File: config.mk
export PLATFORM = sky130hd
export DESIGN_NAME = epm_merge
export DESIGN_NICKNAME = d
export VERILOG_FILES = /design/src/hw/rtl/epm_pkg.sv /design/src/hw/rtl/epm_merge.sv
export VERILOG_INCLUDE_DIRS = /design/src /design/src/hw/rtl
export SDC_FILE = /design/constraint.sdc
export NUM_CORES = 1
export LEC_CHECK = 0
export ABC_AREA = 1
export BUFFER_PORTS_ARGS = -buffer_cell sky130_fd_sc_hd__buf_2
export CAP_MARGIN = 5
export CORE_ASPECT_RATIO = 0.6
export CORE_UTILIZATION = 50
export DETAILED_ROUTE_END_ITERATION = 12
export PLACE_DENSITY = 0.81
export SYNTH_ARGS = -nofsm -noshare
export SYNTH_HDL_FRONTEND = slang
export SYNTH_SLANG_ARGS = --single-unit
File: constraint.sdc
create_clock -name i_clk -period 9.48 [get_ports i_clk]
set_input_delay 1.896 -clock i_clk [delete_from_list [all_inputs] [get_ports i_clk]]
set_output_delay 1.896 -clock i_clk [all_outputs]
set_load 0.02 [all_outputs]
File: src/hw/rtl/assert_macros.svh
// Assertion helpers shared by the mixer modules.
`ifndef ASSERT_MACROS_SVH
`define ASSERT_MACROS_SVH

// Same-cycle implication, off while reset is low.
`define EPM_ASSERT_NOW(lbl, clk, rst_n, ante, cons, msg) \
    lbl: assert property (@(posedge clk) disable iff (!rst_n) (ante) |-> (cons)) \
        else $error(msg);

// Next-cycle implication, off while reset is low.
`define EPM_ASSERT_NEXT(lbl, clk, rst_n, ante, cons, msg) \
    lbl: assert property (@(posedge clk) disable iff (!rst_n) (ante) |=> (cons)) \
        else $error(msg);

`endif

File: src/hw/rtl/epm_pkg.sv
`timescale 1ns / 1ps
`default_nettype none

package epm_pkg;

    localparam int CHANNELS     = 4;
    localparam int SAMPLE_BITS  = 24;
    // Table size must be a power of two: the position math below relies on it.
    localparam int SINE_ENTRIES = 256;
    localparam int SINE_LOG2    = $clog2(SINE_ENTRIES);
    localparam int IDX_W        = SINE_LOG2 + 1;
    localparam int FRAC_W       = 24;
    localparam int MIX_W        = 24;
    localparam int GAIN_W       = FRAC_W + 1;
    localparam int POS_W        = FRAC_W + SINE_LOG2 + 1;
    localparam int COEF_W       = 16;
    localparam int ACT_W        = 3;
    localparam int CFG_IDX_W    = 2;
    localparam int CFG_DATA_W   = 16;
    localparam int NSTAGE       = 7;

    localparam logic [MIX_W-1:0]      MIX_FULL     = {MIX_W{1'b1}};
    localparam logic [GAIN_W-1:0]     GAIN_ONE     = {1'b1, {FRAC_W{1'b0}}};
    localparam logic [COEF_W-1:0]     RST_TARGET   = 16'hFFFF;
    localparam logic [COEF_W-1:0]     RST_COEFF    = 16'd273;
    localparam logic [ACT_W-1:0]      RST_ACTIVE   = 3'd4;
    localparam logic [ACT_W-1:0]      MAX_ACTIVE   = ACT_W'(CHANNELS);

    localparam longint unsigned Q30_ONE     = 64'd1 << 30;
    localparam longint unsigned HALF_PI_Q30 = 64'd1686629713;

    typedef logic signed [SAMPLE_BITS-1:0] t_sample;
    typedef logic [CHANNELS-1:0][SAMPLE_BITS-1:0] t_lane_words;
    typedef logic [GAIN_W-1:0] t_sine_tab [0:SINE_ENTRIES];

    typedef enum logic [CFG_IDX_W-1:0] {
        CFG_MIX_TARGET   = 2'd0,
        CFG_SMOOTH_COEFF = 2'd1,
        CFG_ACTIVE_CH    = 2'd2
    } t_cfg_reg;

    // en[s]: stage s takes the beat of stage s-1. vld[s]: stage s holds a beat.
    typedef struct packed {
        logic [NSTAGE:1] en;
        logic [NSTAGE:1] vld;
    } t_pipe_ctl;

    // Quarter-wave sine, 1.0 = 2^24, from an eight-term Horner series in Q30.
    function automatic t_sine_tab f_build_sine();
        t_sine_tab tab;
        longint unsigned x;
        longint unsigned x2;
        longint unsigned t;
        longint unsigned s;
        for (int k = 0; k <= SINE_ENTRIES; k++) begin
            x  = (HALF_PI_Q30 * 64'(k) + 64'(SINE_ENTRIES / 2)) / SINE_ENTRIES;
            x2 = (x * x) >> 30;
            t  = Q30_ONE;
            t  = Q30_ONE - ((x2 * t) >> 30) / 210;
            t  = Q30_ONE - ((x2 * t) >> 30) / 156;
            t  = Q30_ONE - ((x2 * t) >> 30) / 110;
            t  = Q30_ONE - ((x2 * t) >> 30) / 72;
            t  = Q30_ONE - ((x2 * t) >> 30) / 42;
            t  = Q30_ONE - ((x2 * t) >> 30) / 20;
            t  = Q30_ONE - ((x2 * t) >> 30) / 6;
            s  = (x * t) >> 30;
            s  = (s + 64'd32) >> 6;
            if (s > 64'(GAIN_ONE)) begin
                s = 64'(GAIN_ONE);
            end
            tab[k] = GAIN_W'(s);
        end
        return tab;
    endfunction

    localparam t_sine_tab SINE_TAB = f_build_sine();

endpackage

`default_nettype wire

File: src/hw/rtl/epm_merge.sv
`timescale 1ns / 1ps
`default_nettype none

`include "assert_macros.svh"

// Merge stage: frame peak over the lanes, block peak tracking, output register.
module epm_merge (
    input  wire logic                             i_clk,
    input  wire logic                             i_rst_n,
    input  wire epm_pkg::t_pipe_ctl               i_ctl,
    input  wire logic                             i_block_end,
    input  wire epm_pkg::t_lane_words             i_out,
    input  wire epm_pkg::t_lane_words             i_mag,
    output epm_pkg::t_lane_words                  o_out,
    output logic [epm_pkg::SAMPLE_BITS-1:0]       o_block_peak,
    output logic                                  o_peak_valid
);

    localparam int SB = epm_pkg::SAMPLE_BITS;

    // block-end flag rides along stages 1..6
    logic r_be [1:6];

    always_ff @(posedge i_clk) begin
        if (i_ctl.en[1]) begin
            r_be[1] <= i_block_end;
        end
        for (int s = 2; s <= 6; s++) begin
            if (i_ctl.en[s]) begin
                r_be[s] <= r_be[s-1];
            end
        end
    end

    logic [SB-1:0] w_frame_peak;
    logic [SB-1:0] w_peak;
    logic [SB-1:0] r_run;
    logic          w_load;

    assign w_load = i_ctl.en[7] && i_ctl.vld[6];

    always_comb begin
        w_frame_peak = '0;
        for (int c = 0; c < epm_pkg::CHANNELS; c++) begin
            if (i_mag[c] > w_frame_peak) begin
                w_frame_peak = i_mag[c];
            end
        end
        w_peak = (w_frame_peak > r_run) ? w_frame_peak : r_run;
    end

    // running peak: clear on the block end, else keep the max
    always_ff @(posedge i_clk) begin
        if (!i_rst_n) begin
            r_run <= '0;
        end else if (w_load) begin
            r_run <= r_be[6] ? '0 : w_peak;
        end
    end

    epm_pkg::t_lane_words r_out;
    logic [SB-1:0]        r_bp;
    logic                 r_pv;

    always_ff @(posedge i_clk) begin
        if (i_ctl.en[7]) begin
            r_out <= i_out;
            r_bp  <= r_be[6] ? w_peak : '0;
            r_pv  <= r_be[6];
        end
    end

    assign o_out        = r_out;
    assign o_block_peak = r_bp;
    assign o_peak_valid = r_pv;

    `EPM_ASSERT_NOW(a_peak_zero_midblock, i_clk, i_rst_n, i_ctl.vld[7] && !r_pv, r_bp == '0, "block peak shown on a frame that does not end a block")
    `EPM_ASSERT_NEXT(a_peak_cleared_at_end, i_clk, i_rst_n, w_load && r_be[6], r_run == '0, "running peak not cleared after block end")

endmodule

`default_nettype wire

==> results of run 1 <==
## cells by family (layout without fill, tap and decap cells)
family,Yosys count,after routing,share of synthesized area
DFF,151,151,0.491
and+or+nand+nor,448,448,0.243
adders and majority gates,94,94,0.135
buffers and inverters,135,528,0.0628
other,0,1,0
AOI/OAI and AO/OA,106,106,0.0683
## flip-flops by register name, indices dropped and copies added, names as in the netlist
signal        flops
o_block_peak     24
o_peak_valid      1
r_be              6
r_run            24
o_out            96
## through the flow
stage	hold WS, ns	worst slack [ns]
finish	0.422	0.440
global route	0.440	-0.0308
CTS	0.426	0.198
detailed placement	0.408	-0.261
global placement	0.405	-0.102
floorplan	0.400	0.679
## synth_stat cells, drive strengths merged (3+ instances only)
cell type | number | area (um2)
a211oi | 5 | 37.5
a21oi | 62 | 318
buf | 15 | 98.8
clkbuf | 13 | 48.8
dfxtp | 24 | 480
edfxtp | 127 | 3810
ha | 94 | 1180
inv | 107 | 402
nand2 | 266 | 1030
nand3 | 110 | 756
nand4 | 10 | 77.6
nor2 | 51 | 199
nor3 | 4 | 20.0
nor4 | 3 | 18.8
o21ai | 27 | 135
## area by class of cell
class                           instances  area [um2]  area share
Sequential cell                       151        4290       0.365
Multi-Input combinational cell        648        3940       0.335
Timing Repair Buffer                  388        2130       0.181
Clock buffer                           28         647      0.0550
Inverter                              107         402      0.0342
Tap cell                              234         293      0.0249
Clock inverter                          5        47.5     0.00404
Antenna cell                            1        2.50    0.000213
## layout by cell type, fill, tap and decap left out, types with 5 or more instances in the layout
cell type	instances
nand2_1	260
nand4_1	9
clkbuf_16	25
buf_4	64
a211oi_1	5
a21oi_1	58
nor2_1	47
inv_1	106
ha_1	94
buf_2	322
dfxtp_1	24
nand3_1	69
o21ai_0	27
edfxtp_1	127
nand3_2	41
## how the worst max path moves through the flow
stage,end,slack [ns],cells past startpoint
floorplan,o_block_peak[4],0.68,45
global placement,o_block_peak[0],-0.10,51
detailed placement,o_block_peak[1],-0.26,51
CTS,o_block_peak[1],0.20,51
global route,o_block_peak[5],-0.03,51
finish,o_block_peak[10],0.44,51
## layer usage
| layer | wire [um] | vias up |
|---|---|---|
| li1 | - | 3973 |
| met1 | 10700 | 3607 |
| met2 | 10500 | 282 |
| met3 | 1780 | 13 |
| met4 | 131 | 0 |
| met5 | 0 | - |
## report_power, final
group	internal, mW	switching [mW]	leakage [nW]
clock network	0.504	0.254	0.343
registers	0.820	0.0272	1.45
logic	0.428	0.672	4.09
total	1.75	0.953	5.88
## repair_timing
item	4_1_cts	5_1_grt
gates resized for setup	0	9
buffers inserted	0	0
endpoints found under the setup margin	0	48
hold buffers	0	0
## critical path: cells and delay by family
kind	cells	cell delay (ns)
simple gates	30	3.69
compound gates	4	0.67
fa+ha+maj	4	1.23
buf+inv	13	1.67
==> metrics, run 1 <==
All-Layer GR Usage 0.260; Worst Skew 0.00989 ns; WHS Endpoint r_be[0][5]; DR pass1 iterations 5; post-synthesis sequential area ratio 0.491; vias in the first global route 7572; Fin Setup TNS 0 ns; Clock Tree Buf Depth 3; Async S/R FF share, synth 0; IO buf count 323; period utilization 0.954; first-pass GRT wire length 36.9 mm; Data required, critical path 9.65 ns; clock transition at the registers of the reported paths 0.05 ns; status finished, final reports clean; initial antenna violation count 1; Area Overhead vs Synth 34.5%; met3 Track Usage GR 0.0482; clock root buffer clkbuf_16; Top Usage Layer GRT met2; largest net degree at the start of global routing 86; share of cells above drive strength 1 0.362; Yosys reg bits 151; Routability Congestion 0.906; H-tree Lvls 4; YS warnings 0; DRC Markers 0; Slew Limit Fails 0; Die Height 104 um; R2R cell count 14; Final Hold Violating Endpoints 0; Detailed Place HPWL 18.7 mm; TritonCTS clock tree done; GR met2 Demand/Resource 0.408; Worst-Margin Slew 1.03 ns; Crit. End Element flop; Non-Filler Instances 1562; Power Density 230 nW/um2; Hold Path Class reg -> reg; Mapped Area 8740 um2; Post-Place Cell Area 11000 um2; Routed Antenna Nets 0; max-cap violations 0; CTS sink count 151; Starting Density 0.510; final setup fails 0; Layout Utilization 0.686; Finished Cell Area 11800 um2; Worst R2R End o_block_peak[10]; CP peak stage delay 0.37 ns; Critical Path Start i_mag[15]; static leakage 5.88 nW; Die X 173 um; Slew HR 0.315; hold path depth 0; Top cell by count, worst path nand2_1; Cells after Synth 934; initial DRC count 591; post-route minimum period 9.04 ns; Syn Area/Cell 9.36 um2; grt ovf 0; Clock Latency Late Sink 0.45 ns; Fill cells 1379; Reg-to-Reg Start r_run[19]; Nets 1624; I/O pins 330; CTS Buf Count 25; total core area 17100 um2; total design power 2.71 mW; Critical-path top delay cell buf_4; placed cells 1528; WL per Instance 14.8 um; die area 18000 um2; hold_sp r_be[0][4]; num rows 37; drt via density 5.04; Synth Flop Type edfxtp_1; Netlist cell types 35; crit-path max FO 24; drt total wl 23.1 mm; syn_nets 1237; worst vdd ir 0.136 mV; CP Class in -> reg; CP Launch Type input port; number of synthesized flops with an enable pin 127; WP data arrival 9.21 ns; grt met1 use 0.378; R2R Setup Slk 6.78 ns; routed vias 7875; f_max 111 MHz
No activity file was read; power rests on OpenSTA's default activity.
==> inputs of run 2 (changes only) <==
CORE_ASPECT_RATIO = 2   (was 0.6)
==> run 2 against run 1 <==
  * Sequential power about the same
  * First-iteration DRC count down 39%
  * Clock skew increased by 0.013 ns
  * Total power up 2.9%
  * Die area about the same
  * Sequential cell count stayed put
  * Utilization increased by 2.3 points
  * Design area is 3.6% higher
  * Clock power grew 2%
  * Combinational power up 5%
  * Critical path type unchanged
==> metrics, run 2 (synthesis results as in run 1) <==
Fin Setup TNS 0 ns; Detailed Place HPWL 20.7 mm; drt total wl 25.3 mm; initial DRC count 362; share of cells above drive strength 1 0.389; Top cell by count, worst path nand2_1; Fin Hold WS 0.426 ns; Critical-path top delay cell o311ai_0; Power Density 228 nW/um2; vias in the first global route 8020; final setup fails 0; total design power 2.78 mW; CTS Hold Bufs 0; period utilization 0.943; Slew Limit Fails 0; post-route minimum period 8.94 ns; Crit. End Element flop; Sw Share 0.350; WL per Instance 15.7 um; Clock Power Share 0.278; Worst Skew 0.0226 ns; Fill cells 1347; Die X 95.5 um; number of flip-flops in the largest register 96; pre-CTS WS -0.0117 ns; total core area 17200 um2; routed vias 8240; Clock Tree Buf Depth 3; CP Class in -> reg; f_max 112 MHz; CP peak stage delay 0.37 ns; clock root buffer clkbuf_16; hold_sp r_be[0][5]; DR pass1 iterations 5; first-pass GRT wire length 38.0 mm; All-Layer GR Usage 0.277; leading cell type in the layout, fill and taps excluded buf_2; Data required, critical path 9.64 ns; CP Launch Type input port; H-tree Lvls 4; WP data arrival 9.09 ns; Final Hold Violating Endpoints 0; CTS Buf Count 25; static leakage 6.18 nW; die area 18000 um2; P_sw 0.975 mW; Flop pwr share 0.304; crit-path max FO 26; initial antenna violation count 3; Nets 1688; Slew HR 0.315; Clock Latency Late Sink 0.46 ns; max-cap violations 0; final setup margin 0.543 ns; num rows 68; Critical Path Start i_mag[23]; Routed Antenna Nets 0; I/O pins 330; RSZ-0062 raised after global routing false; commonest non-fill, non-tap cells in the layout buf_2, nand2_1, buf_4, edfxtp_1, inv_1; combinational share of power 0.418; drt via density 5.13; CTS sink count 151; Starting Density 0.509; Reg-to-Reg Start r_run[17]; Area Overhead vs Synth 39.5%; clock transition at the registers of the reported paths 0.06 ns; TritonCTS clock tree done; Power Internal 1.81 mW; status finished, final reports clean; worst vdd ir 0.104 mV; Hold Path Class reg -> reg; Multi-input gate area 3910 um2; DRC Markers 0; IO buf count 323; Worst-Margin Slew 1.03 ns; largest net degree at the start of global routing 85; Die Height 189 um; Routability Congestion 0.973; Reg area 4290 um2; grt ovf 0
run 2: cell count changes in the layout (fill, tap and decap cells not counted), sizes merged:
cell,delta
clkinv,+1
diode,+3
buf,+64
clkbuf,-1
run 2: layout make-up:
class	count	area share
Multi-Input combinational cell	648	0.321
Sequential cell	151	0.352
Antenna cell	4	0.000821
Tap cell	210	0.0216
Clock buffer	27	0.0528
Clock inverter	6	0.00441
Timing Repair Buffer	452	0.215
Inverter	107	0.0330
run 2: timing repair:
item / in CTS / in global routing
resized for setup: 0 / 2
setup endpoints to repair: 0 / 23
buffers inserted: 0 / 0
run 2: critical path, delay by kind of cell:
family | cells | cell delay, ns
simple gates | 24 | 2.48
compound gates | 9 | 1.98
fa+ha+maj | 4 | 1.17
buf+inv | 12 | 1.52
run 2: power by group through the flow:
| stage | combinational (mW) | clock [mW] | sequential (mW) |
|---|---|---|---|
| after floorplan | 0.613 | 0 | 0.939 |
| after global placement | 1.12 | 0 | 0.855 |
| after detailed placement | 1.16 | 0 | 0.859 |
| after CTS | 1.16 | 0.782 | 0.847 |
| after global routing | 1.30 | 0.810 | 0.854 |
| final | 1.16 | 0.773 | 0.847 |
run 2: metal layers:
layer	track usage	routed length, um
met1	0.254	8250
met2	0.518	13600
met3	0.0570	1820
met4	0.188	1620
met5	0	0
run 2: worst paths after layout:
path | end | slack, ns | cells after the start
hold / removal | r_be[0][6] | 0.43 | 0
setup / recovery | o_block_peak[3] | 0.54 | 49
setup reg to reg | o_block_peak[3] | 6.75 | 14
hold reg to reg | r_be[0][6] | 0.43 | 0
run 2: stage by stage:
stage          std cells  utilization  cell area [um2]
6_report            1605        0.709            12200
5_1_grt             1604        0.709            12200
4_1_cts             1601        0.708            12200
3_5_place_dp        1568        0.667            11500
3_3_place_gp        1568        0.667            11500
2_1_floorplan        934            -             8740
